--- src/itp_pkg.sv ---
`timescale 1ns / 1ps
// ----------------------------------------------------------------------------
// itp_pkg
// Types, character codes and the digit decoder shared by the integer text
// parser and its step logic.
// ----------------------------------------------------------------------------
package itp_pkg;

  typedef enum logic [2:0] {
    PH_DONE   = 3'd0,
    PH_SPACE  = 3'd1,
    PH_PREFIX = 3'd2,
    PH_ZERO   = 3'd3,
    PH_DIGITS = 3'd4
  } phase_t;

  typedef struct packed {
    phase_t      phase;
    logic [31:0] acc;
    logic        neg;
    logic [5:0]  base;
  } parse_state_t;

  localparam logic [7:0] CH_NUL    = 8'h00;
  localparam logic [7:0] CH_SPACE  = 8'h20;
  localparam logic [7:0] CH_TAB    = 8'h09;
  localparam logic [7:0] CH_CR     = 8'h0D;
  localparam logic [7:0] CH_PLUS   = 8'h2B;
  localparam logic [7:0] CH_MINUS  = 8'h2D;
  localparam logic [7:0] CH_ZERO   = 8'h30;
  localparam logic [7:0] CH_NINE   = 8'h39;
  localparam logic [7:0] CH_UP_A   = 8'h41;
  localparam logic [7:0] CH_UP_X   = 8'h58;
  localparam logic [7:0] CH_UP_Z   = 8'h5A;
  localparam logic [7:0] CH_LO_A   = 8'h61;
  localparam logic [7:0] CH_LO_X   = 8'h78;
  localparam logic [7:0] CH_LO_Z   = 8'h7A;

  localparam logic [5:0] BASE_AUTO = 6'd0;
  localparam logic [5:0] BASE_OCT  = 6'd8;
  localparam logic [5:0] BASE_DEC  = 6'd10;
  localparam logic [5:0] BASE_HEX  = 6'd16;

  // Byte address of the radix register on the configuration port.
  localparam logic [2:0] REG_NUMBER_BASE = 3'd0;

  localparam logic [7:0] NOT_DIGIT = 8'd255;

  // Value of an alphanumeric character, or NOT_DIGIT for anything else.
  function automatic logic [7:0] digit_of(input logic [7:0] c);
    logic [7:0] d;
    d = NOT_DIGIT;
    if (c inside {[CH_ZERO:CH_NINE]}) begin
      d = c - CH_ZERO;
    end else if (c inside {[CH_LO_A:CH_LO_Z]}) begin
      d = c - CH_LO_A + 8'd10;
    end else if (c inside {[CH_UP_A:CH_UP_Z]}) begin
      d = c - CH_UP_A + 8'd10;
    end
    return d;
  endfunction

  function automatic logic is_white(input logic [7:0] c);
    return (c inside {[CH_TAB:CH_CR], CH_SPACE});
  endfunction

endpackage

--- src/integer_text_parser_with_base.sv ---
`timescale 1ns / 1ps
// ----------------------------------------------------------------------------
// integer_text_parser_with_base
// Streaming strtol-style parser: one character per request, one signed
// 32-bit result per number.
// ----------------------------------------------------------------------------
// Usage:
//   Characters arrive on the in_valid/in_ready channel, one per request, with
//   first set on the first character of each string. Leading white space and
//   one sign are skipped, the radix prefix is handled, and digits are
//   accumulated modulo 2^32. The first character that is not a digit of the
//   radix (NUL included) produces one request on the out_valid/out_ready
//   channel carrying value and end_offset; later characters are dropped
//   until the next first flag.
//   Each character is applied in the cycle it is accepted; a result appears in
//   the cycle after its terminating character. One character per cycle is
//   sustained while the result side does not stall. The output register holds
//   a result while out_ready is low; in_ready then stays high only as long as
//   the register is free or being emptied. number_base is to be written over
//   the APB port (address 0) only while idle, which the block does not
//   enforce; it is sampled at each first flag. Reset sets the radix to 10 and
//   leaves the parser waiting for a first flag with no result pending.
// ----------------------------------------------------------------------------
module integer_text_parser_with_base #(
  parameter int MAX_CHARS = 4096
) (
  input  logic               clk,
  input  logic               rst,
  // Character channel
  input  logic               in_valid,
  output logic               in_ready,
  input  logic [7:0]         char_code,
  input  logic               first,
  // Result channel
  output logic               out_valid,
  input  logic               out_ready,
  output logic signed [31:0] value,
  output logic [12:0]        end_offset,
  // Configuration port
  input  logic               psel,
  input  logic               penable,
  input  logic               pwrite,
  input  logic [2:0]         paddr,
  input  logic [31:0]        pwdata,
  output logic [31:0]        prdata,
  output logic               pready
);
  import itp_pkg::*;

  localparam int POS_W = $clog2(MAX_CHARS + 1);
  localparam int OFF_W = 13;

  logic [5:0]       number_base;
  parse_state_t     state;
  parse_state_t     state_next;
  logic [POS_W-1:0] pos;
  logic [POS_W-1:0] pos_next;
  logic             emit;
  logic [31:0]      result;
  logic [POS_W-1:0] result_pos;
  logic             accept;
  logic             cfg_write;
  logic [POS_W+OFF_W-1:0] pos_ext;

  assign pready    = 1'b1;
  assign cfg_write = psel && penable && pwrite && pready;
  assign in_ready  = !out_valid || out_ready;
  assign accept    = in_valid && in_ready;

  always_ff @(posedge clk) begin
    if (rst) begin
      number_base <= BASE_DEC;
    end else if (cfg_write && paddr == REG_NUMBER_BASE) begin
      number_base <= pwdata[5:0];
    end
  end

  assign prdata = (paddr == REG_NUMBER_BASE) ? {26'd0, number_base} : 32'd0;

  itp_step #(
    .POS_W(POS_W)
  ) u_step (
    .char_code   (char_code),
    .first       (first),
    .number_base (number_base),
    .max_pos     (POS_W'(MAX_CHARS)),
    .state       (state),
    .pos         (pos),
    .state_next  (state_next),
    .pos_next    (pos_next),
    .emit        (emit),
    .result      (result),
    .result_pos  (result_pos)
  );

  always_ff @(posedge clk) begin
    if (rst) begin
      state.phase <= PH_DONE;
      state.acc   <= '0;
      state.neg   <= 1'b0;
      state.base  <= BASE_DEC;
      pos         <= '0;
    end else if (accept) begin
      state <= state_next;
      pos   <= pos_next;
    end
  end

  assign pos_ext = {{OFF_W{1'b0}}, result_pos};

  always_ff @(posedge clk) begin
    if (rst) begin
      out_valid <= 1'b0;
    end else if (accept) begin
      out_valid <= emit;
    end else if (out_ready) begin
      out_valid <= 1'b0;
    end
  end

  always_ff @(posedge clk) begin
    if (accept && emit) begin
      value      <= result;
      end_offset <= pos_ext[OFF_W-1:0];
    end
  end

  // A character arriving while no parse is open never makes a result.
  a_idle_silent: assert property (@(posedge clk) disable iff (rst)
    accept && !first && state.phase == PH_DONE |=> !out_valid)
    else $error("result produced with no parse open");

  // A result closes the parse.
  a_emit_closes: assert property (@(posedge clk) disable iff (rst)
    accept && emit |=> out_valid && state.phase == PH_DONE)
    else $error("parse still open after its result");

  // The character position saturates.
  a_pos_sat: assert property (@(posedge clk) disable iff (rst)
    pos <= POS_W'(MAX_CHARS))
    else $error("character position beyond limit");

  // Digit accumulation never runs with the auto-detect radix.
  a_base_resolved: assert property (@(posedge clk) disable iff (rst)
    state.phase == PH_DIGITS |-> state.base != BASE_AUTO)
    else $error("digit phase with unresolved radix");

endmodule

--- src/itp_step.sv ---
`timescale 1ns / 1ps
// ----------------------------------------------------------------------------
// itp_step
// Combinational parse step: applies one character to the parse state and
// tells whether the character ends the number.
// ----------------------------------------------------------------------------
module itp_step #(
  parameter int POS_W = 13
) (
  input  logic [7:0]          char_code,
  input  logic                first,
  input  logic [5:0]          number_base,
  input  logic [POS_W-1:0]    max_pos,
  input  itp_pkg::parse_state_t state,
  input  logic [POS_W-1:0]    pos,
  output itp_pkg::parse_state_t state_next,
  output logic [POS_W-1:0]    pos_next,
  output logic                emit,
  output logic [31:0]         result,
  output logic [POS_W-1:0]    result_pos
);
  import itp_pkg::*;

  parse_state_t     cur;
  logic [POS_W-1:0] cur_pos;
  logic             stop;
  logic             adv;
  logic [7:0]       d;

  always_comb begin
    if (first) begin
      cur.phase = PH_SPACE;
      cur.acc   = '0;
      cur.neg   = 1'b0;
      cur.base  = number_base;
      cur_pos   = '0;
    end else begin
      cur     = state;
      cur_pos = pos;
    end
  end

  always_comb begin
    state_next = cur;
    stop       = 1'b0;
    adv        = 1'b0;
    emit       = 1'b0;
    d          = digit_of(char_code);

    if (cur.phase == PH_DONE) begin
      stop = 1'b1;
    end

    if (!stop && state_next.phase == PH_SPACE) begin
      if (is_white(char_code)) begin
        adv  = 1'b1;
        stop = 1'b1;
      end else begin
        state_next.phase = PH_PREFIX;
        if (char_code == CH_MINUS) begin
          state_next.neg = 1'b1;
          adv  = 1'b1;
          stop = 1'b1;
        end else if (char_code == CH_PLUS) begin
          adv  = 1'b1;
          stop = 1'b1;
        end
      end
    end

    if (!stop && state_next.phase == PH_PREFIX) begin
      if (cur.base == BASE_AUTO) begin
        if (char_code == CH_ZERO) begin
          state_next.base  = BASE_OCT;
          state_next.phase = PH_ZERO;
          adv  = 1'b1;
          stop = 1'b1;
        end else begin
          state_next.base = BASE_DEC;
        end
      end else if (cur.base == BASE_HEX && char_code == CH_ZERO) begin
        state_next.phase = PH_ZERO;
        adv  = 1'b1;
        stop = 1'b1;
      end
      if (!stop) begin
        state_next.phase = PH_DIGITS;
      end
    end

    if (!stop && state_next.phase == PH_ZERO) begin
      state_next.phase = PH_DIGITS;
      if (char_code == CH_LO_X || char_code == CH_UP_X) begin
        state_next.base = BASE_HEX;
        adv  = 1'b1;
        stop = 1'b1;
      end
    end

    // Digit phase, with the radix as resolved by the prefix logic above.
    if (!stop) begin
      if (d < {2'b00, state_next.base}) begin
        state_next.acc = 32'(cur.acc * 32'(state_next.base)) + 32'(d);
        adv = 1'b1;
      end else begin
        state_next.phase = PH_DONE;
        emit = 1'b1;
      end
    end
  end

  assign pos_next   = (adv && cur_pos < max_pos) ? cur_pos + POS_W'(1) : cur_pos;
  assign result     = cur.neg ? (32'd0 - cur.acc) : cur.acc;
  assign result_pos = cur_pos;

endmodule

--- config.mk ---
export PLATFORM = sky130hd
export DESIGN_NAME = integer_text_parser_with_base
export DESIGN_NICKNAME = d
export VERILOG_FILES = /design/src/itp_pkg.sv /design/src/integer_text_parser_with_base.sv /design/src/itp_step.sv
export SDC_FILE = /design/constraint.sdc
export NUM_CORES = 1
export LEC_CHECK = 0
export BUFFER_PORTS_ARGS = -buffer_cell sky130_fd_sc_hd__buf_2
export CAP_MARGIN = 40
export CELL_PAD_IN_SITES_DETAIL_PLACEMENT = 0
export CELL_PAD_IN_SITES_GLOBAL_PLACEMENT = 1
export CORE_MARGIN = 2
export CORE_UTILIZATION = 49
export CTS_CLUSTER_DIAMETER = 60
export DETAILED_ROUTE_END_ITERATION = 8
export PLACE_DENSITY_LB_ADDON = 0.1
export RECOVER_POWER = 50
export SYNTH_ARGS = -nofsm -noshare
export SYNTH_HDL_FRONTEND = slang
export SYNTH_SLANG_ARGS = --single-unit
--- constraint.sdc ---
create_clock -name clk -period 19 [get_ports clk]
set_input_delay 2.85 -clock clk [delete_from_list [all_inputs] [get_ports clk]]
set_output_delay 2.85 -clock clk [all_outputs]
set_load 0.02 [all_outputs]
**After elaboration in Yosys (flattened, before gate mapping)**

Index checks and enable logic that the tools add are counted.

- Flip-flop bits (word level): 107
- Input bits: 51
- Word-level logic and storage cells: 118
- Output and inout bits: 80

- $mul: 1
- $lt $le $gt $ge: 10
- Add/subtract/negate cells: 8
- Eq/ne operators: 10
- Muxes and demuxes: 55
- Reduce and logical (&&, ||, !) cells: 25

Operator list:

| cell | number |
|---|---|
| 32-bit 2-to-1 mux | 2 |
| 42-bit 2-to-1 mux | 1 |
| 35-bit 2-to-1 mux | 1 |
| 32-bit by 8-bit adder with 32-bit output | 1 |
| 8-bit by 6-bit equality test with 1-bit output (second input constant) | 4 |
| 32-bit by 6-bit multiplier with 32-bit output | 1 |
| 1-bit by 32-bit subtractor with 32-bit output (first input constant) | 1 |
| 1-bit 2-to-1 mux | 31 |
| 6-bit 2-to-1 mux | 5 |
| 3-bit 2-to-1 mux | 9 |
| 13-bit 2-to-1 mux | 2 |
| 8-bit 2-to-1 mux | 3 |
| 8-bit by 4-bit adder with 8-bit output (second input constant) | 2 |
| 8-bit by 7-bit equality test with 1-bit output (second input constant) | 2 |
| 8-bit by 7-bit >= comparator with 1-bit output (second input constant) | 2 |
| 8-bit by 7-bit <= comparator with 1-bit output (second input constant) | 2 |
| 8-bit by 7-bit subtractor with 8-bit output (second input constant) | 2 |
| 1-bit logical AND | 14 |
| 13-bit by 1-bit adder with 13-bit output (second input constant) | 1 |
| 13-bit less-than comparator (second input constant) | 1 |
| 8-bit by 4-bit >= comparator with 1-bit output (second input constant) | 1 |
| 8-bit by 6-bit >= comparator with 1-bit output (second input constant) | 1 |
| 8-bit by 4-bit <= comparator with 1-bit output (second input constant) | 1 |
| 8-bit by 6-bit <= comparator with 1-bit output (second input constant) | 1 |
| 11 further kinds | 18 |

**Logic depth before layout (Yosys ltp)**

- Word-level depth: 20
- Mapped depth: 29
- Gate-level depth less buffers: 29

**Hierarchy**

A second synthesis with hierarchy kept.

- Cell total of the unflattened synthesis: 1468
- Area, all modules: 12300.5 sq um

Modules (own cells, without submodules):

| module | instances | sequential area each (sq um) | area an instance (sq um) | cells each |
|---|---|---|---|---|
| itp_step | 1 | 0.0 | 8259.2 | 1105 |
| integer_text_parser_with_base | 1 | 2592.5 | 4041.4 | 363 |

**Worst setup path after synthesis**

Ideal clock, no wire load.

- Kind: input-to-reg
- Start: input char_code[4]
- End: register, netlist name state[37]
- Cell stages on the path: 29
- Buffers on the path: 0
- Library setup time: 117 ps
- Arrival: 9062 ps
- Slack: 9820 ps
- Data required time: 18883 ps
- Cell sequence: inv_1 ha_1 or3b_2 o22ai_1 a211oi_1 o21ai_0 o21ai_0 and2_1 o21ai_1 inv_1 nand3_1 fa_1 fa_1 inv_1 fa_1 inv_1 fa_1 inv_1 ha_1 nand2_1 a211oi_1 a21oi_1 a21oi_1 nor3_1 o31ai_1 a31oi_1 o21ai_0 xor2_1 a32o_1

- Word-level cells in the longest chain between the ends: 17
- Elaborated cells between the ends (all ways): 63
- Classes of those cells: 6 x add/sub; 1 x mul; 9 x order compare; 8 x eq/ne; 28 x mux; 11 x reduce/logical

Ends and longest elaborated chain:

| item | RTL line | text |
|---|---|---|
| from (decl) | integer_text_parser_with_base.sv:32 | `input logic [7:0] char_code,` |
| 8-bit by 4-bit >= comparator with 1-bit output (tied with other cells) | itp_pkg.sv:64 | `return (c inside {[CH_TAB:CH_CR], CH_SPACE});` |
| 1-bit logical AND / 1-bit 2-to-1 mux (equally long branches) | itp_pkg.sv:64, itp_step.sv:64 |  |
| 2-bit nonzero test / 1-bit 2-to-1 mux (equally long branches) | itp_pkg.sv:64, itp_step.sv:60 |  |
| 1-bit 2-to-1 mux | itp_step.sv:55 | `if (is_white(char_code)) begin` |
| 1-bit 2-to-1 mux | itp_step.sv:54 | `if (!stop && state_next.phase == PH_SPACE) begin` |
| 1-bit 2-to-1 mux, on equally long branches | itp_step.sv:81, itp_step.sv:73 |  |
| 1-bit 2-to-1 mux | itp_step.sv:72 | `if (cur.base == BASE_AUTO) begin` |
| 1-bit 2-to-1 mux | itp_step.sv:71 | `if (!stop && state_next.phase == PH_PREFIX) begin` |
| 3-bit 2-to-1 mux | itp_step.sv:86 | `if (!stop) begin` |
| 3-bit 2-to-1 mux | itp_step.sv:71 |  |
| 3-bit by 2-bit equality test with 1-bit output | itp_step.sv:91 | `if (!stop && state_next.phase == PH_ZERO) begin` |
| 1-bit logical AND | itp_step.sv:91 |  |
| 6-bit 2-to-1 mux | itp_step.sv:91 |  |
| 32-bit by 6-bit multiplier with 32-bit output | itp_step.sv:103 | `state_next.acc = 32'(cur.acc * 32'(state_next.base)) + 32'(d);` |
| 32-bit by 8-bit adder with 32-bit output | itp_step.sv:103 |  |
| 32-bit 2-to-1 mux | itp_step.sv:102 | `if (d < {2'b00, state_next.base}) begin` |
| 35-bit 2-to-1 mux (*) | itp_step.sv:101 | `if (!stop) begin` |

Every way passes the cells marked *; elsewhere a longest branch is shown, timed or not. The select of a mux whose other input is x is not followed.
A chain may end at the register's enable or synchronous reset.

**Worst setup path in the final report**

- Start: input first
- End: register, netlist name state[36]

- Word-level cells in the longest chain between the ends: 19
- Elaborated cells between the ends (all ways): 42
- Classes of those cells: 1 x add/sub; 1 x mul; 1 x order compare; 4 x eq/ne; 26 x mux; 9 x reduce/logical

Ends and longest elaborated chain:

| item | RTL line | text |
|---|---|---|
| from (decl) | integer_text_parser_with_base.sv:33 | `input logic first,` |
| 42-bit 2-to-1 mux (*) | itp_step.sv:31 | `if (first) begin` |
| 3-bit logical NOT | itp_step.sv:50 | `if (cur.phase == PH_DONE) begin` |
| 1-bit 2-to-1 mux | itp_step.sv:50 |  |
| 1-bit 2-to-1 mux | itp_step.sv:64 | `end else if (char_code == CH_PLUS) begin` |
| 1-bit 2-to-1 mux | itp_step.sv:60 | `if (char_code == CH_MINUS) begin` |
| 1-bit 2-to-1 mux | itp_step.sv:55 |  |
| 1-bit 2-to-1 mux | itp_step.sv:54 |  |
| 1-bit 2-to-1 mux, on equally long branches | itp_step.sv:81, itp_step.sv:73 |  |
| [3 not listed] | - |  |
| 3-bit 2-to-1 mux | itp_step.sv:71 |  |
| 3-bit by 2-bit equality test with 1-bit output | itp_step.sv:91 |  |
| 1-bit logical AND | itp_step.sv:91 |  |
| 6-bit 2-to-1 mux | itp_step.sv:91 |  |
| 32-bit by 6-bit multiplier with 32-bit output | itp_step.sv:103 |  |
| 32-bit by 8-bit adder with 32-bit output | itp_step.sv:103 |  |
| 32-bit 2-to-1 mux | itp_step.sv:102 |  |
| 35-bit 2-to-1 mux (*) | itp_step.sv:101 |  |

Marked as above.

==> impl_metrics.tcl <==
set metrics [dict create \
    finalSetupViolations 0 \
    yosysUniqueCellTypes 81 \
    cp-startpoint "first" \
    synth_seq_cells 107 \
    hold_viol 0 \
    rr_startpoint "state[40]" \
    ys.flop_type "dfxtp_1" \
    holdCritPathClass "register to register" \
    cts_tree "yes" \
    rsz0062_at_grt "false" \
    drt_iter0_drc 557 \
    drcViolationCount 0 \
    start_util 0.501 \
    drive_gt1_frac 0.0540 \
    cts_hold_buf 0 \
    io_pins 131 \
    outcome "finished with violations" \
    crit_required_ns 19.30 \
    power_density_nw_per_um2 42.0 \
    hp-start "pos[12]" \
    dpl.hpwl_um 21900 \
    grt_max_degree 68 \
    tightest_slew_ns 3.55 \
    htree_num_levels 3 \
    core-area_um2 22700 \
    fin_ws_ns 6.23 \
    grt_pass1_vias 9036 \
    failed_checks "max-capacitance violations, max-slew violations" \
    synth_common_cells "233 x nor2_1, 136 x nand2_1, 114 x fa_1, 83 x inv_1, 79 x ha_1" \
    netlist_area_um2 11400 \
    min_period_ns 12.77 \
    power_mw 0.512 \
    grt_usage 0.254 \
    synth_top_area_frac 0.200 \
    ir_drop_uv 34.9 \
    period_share 0.672 \
    pre_cts_slack_ns 8.29 \
    cts_max_path_buffers 2 \
    fmax_mhz 78.3 \
    finalClockSkew_ns 0.0112 \
    place_congestion 0.875 \
    cp.arrival_ns 13.07 \
    post_cts_buffers 0 \
    routedWlPerCell_um 17.9 \
    cts-buffers-inserted 9 \
    antenna_left 0 \
    dieArea_um2 24500 \
    critPathKind "primary input to register" \
    wl_um 29600 \
    area_delta_synth_final_pct 7.11 \
    seq_area_frac_synth 0.228 \
    maxCapViolCount 3 \
    diodes 0 \
    critical_path.max_fanout 67 \
    worstSetupStartpointType "primary input" \
    antenna_found_initial 0 \
    clockRootBuffer "clkbuf_16" \
    synthArstFlopShare 0 \
    tns_ns 0 \
    clock-sinks 107 \
    whs_ns 0.502 \
    insertion_delay_ns 0.38 \
    grt_pass1_wl_um 48900 \
    synthTopCellsByArea "fa_1 20%, edfxtp_1 12%, dfxtp_1 11%" \
    cts.clk_slew.worst_paths_ns 0.09 \
    rows 55 \
    p_leak_nw 5.57 \
    io_buffers 77 \
    vias_per_cell 5.63 \
    yosys_warnings 0 \
    utilization 0.537 \
    die_w_um 156 \
    grt_overflow 0 \
    drv_slew 135 \
    synth_top_area_cell "fa_1" \
    die_y_um 156 \
    synth-edff-count 45 \
    netlist_instances 1324 \
    ctsResizeCount 0 \
    dr.pass1.iters 5 \
    critPathCaptureType "register" \
    dr_total_vias 9318 \
    yosysMostFrequentCell "nor2_1" \
    syn-mean-instance-area_um2 8.60 \
    slew_headroom -1.36 \
    fin_nets 1610 \
]
==> final cells by class <==
class | instances | area (um^2)
Multi-Input combinational cell | 1071 | 8160
Timing Repair Buffer | 92 | 453
Sequential cell | 107 | 2590
Clock inverter | 7 | 93.8
Inverter | 85 | 319
Clock buffer | 9 | 225
Fill cell | 2195 | 10500
Tap cell | 285 | 357
==> logic make-up after synthesis <==
group           share of synthesized area
fa+ha+maj                           0.287
simple gates                        0.213
flops                               0.228
mux                                0.0162
compound gates                      0.143
buf+inv                            0.0655
other cells                      0.000660
xor+xnor                           0.0469
==> cells in the final DEF (no fill, tap or decap), drive strengths merged, types with 6 or more instances in the layout <==
master / n
or4: 6
nand4: 7
or2: 6
or3: 10
clkinv: 7
xor2: 33
nor2: 233
nand3: 33
o211ai: 9
o2111ai: 7
o21a: 11
and3: 12
nand2b: 12
nor3: 10
nand2: 137
a31oi: 16
and2: 15
clkbuf: 63
dfxtp: 62
a21oi: 63
inv: 85
buf: 38
edfxtp: 45
mux2i: 15
conb: 27
fa: 114
o31ai: 11
a211oi: 13
o21ai: 47
a21o: 21
nor2b: 26
xnor2: 28
ha: 79
==> registers in the layout, indices dropped and copies added (netlist names) <==
register     flops
state           42
value           32
end_offset      13
pos             13
number_base      6
out_valid        1
==> critical path, stage by stage <==
cell and delay (ns):
clkbuf_1 0.29, clkbuf_1 2.52, nor4_1 0.07, nand2_1 0.25, o22ai_1 0.14, and2_1 0.20
o21ai_2 0.10, clkbuf_1 0.95, inv_1 0.34, nand3_1 0.20, fa_1 0.48, fa_1 0.55
inv_1 0.06, fa_1 0.55, inv_1 0.06, fa_1 0.53, inv_1 0.04, ha_1 0.36
o21ai_0 0.10, nor2_1 0.27, o211ai_1 0.27, a311oi_1 0.83, o2111ai_1 0.25, nand3b_1 0.16
a41oi_1 0.14, xnor2_1 0.18, nand2_1 0.09, a21oi_1 0.15
==> path summary, 6_finish.rpt <==
check	end	slack, ns	cells after the start
worst max-delay path	state[36]	6.23	28
worst min-delay path	pos[12]	0.50	2
worst max register to register	state[36]	10.94	27
worst min register to register	pos[12]	0.50	2
==> report_power, final <==
group	internal, mW	total [mW]	switching, mW	leakage, nW
clock	0.0955	0.205	0.109	0.153
combinational	0.0158	0.0617	0.0460	4.47
sequential	0.244	0.246	0.00200	0.941
==> routing by layer <==
layer  wire length (um)  vias up  share of wire  global-route usage
li1                   -     4537              -                   -
met1              13800     4547           0.47               0.354
met2              14000      203           0.47               0.423
met3               1230       31          0.042              0.0307
met4                541        0          0.018              0.0616
met5                  0        -              0                   0
==> per-stage QoR <==
stage / area (um^2) / cells
floorplan: 11500 / 1349
global placement: 11900 / 1636
detailed placement: 12000 / 1640
CTS: 12300 / 1656
global route: 12200 / 1656
finish: 12200 / 1656
(Power assumes the default switching activity.)
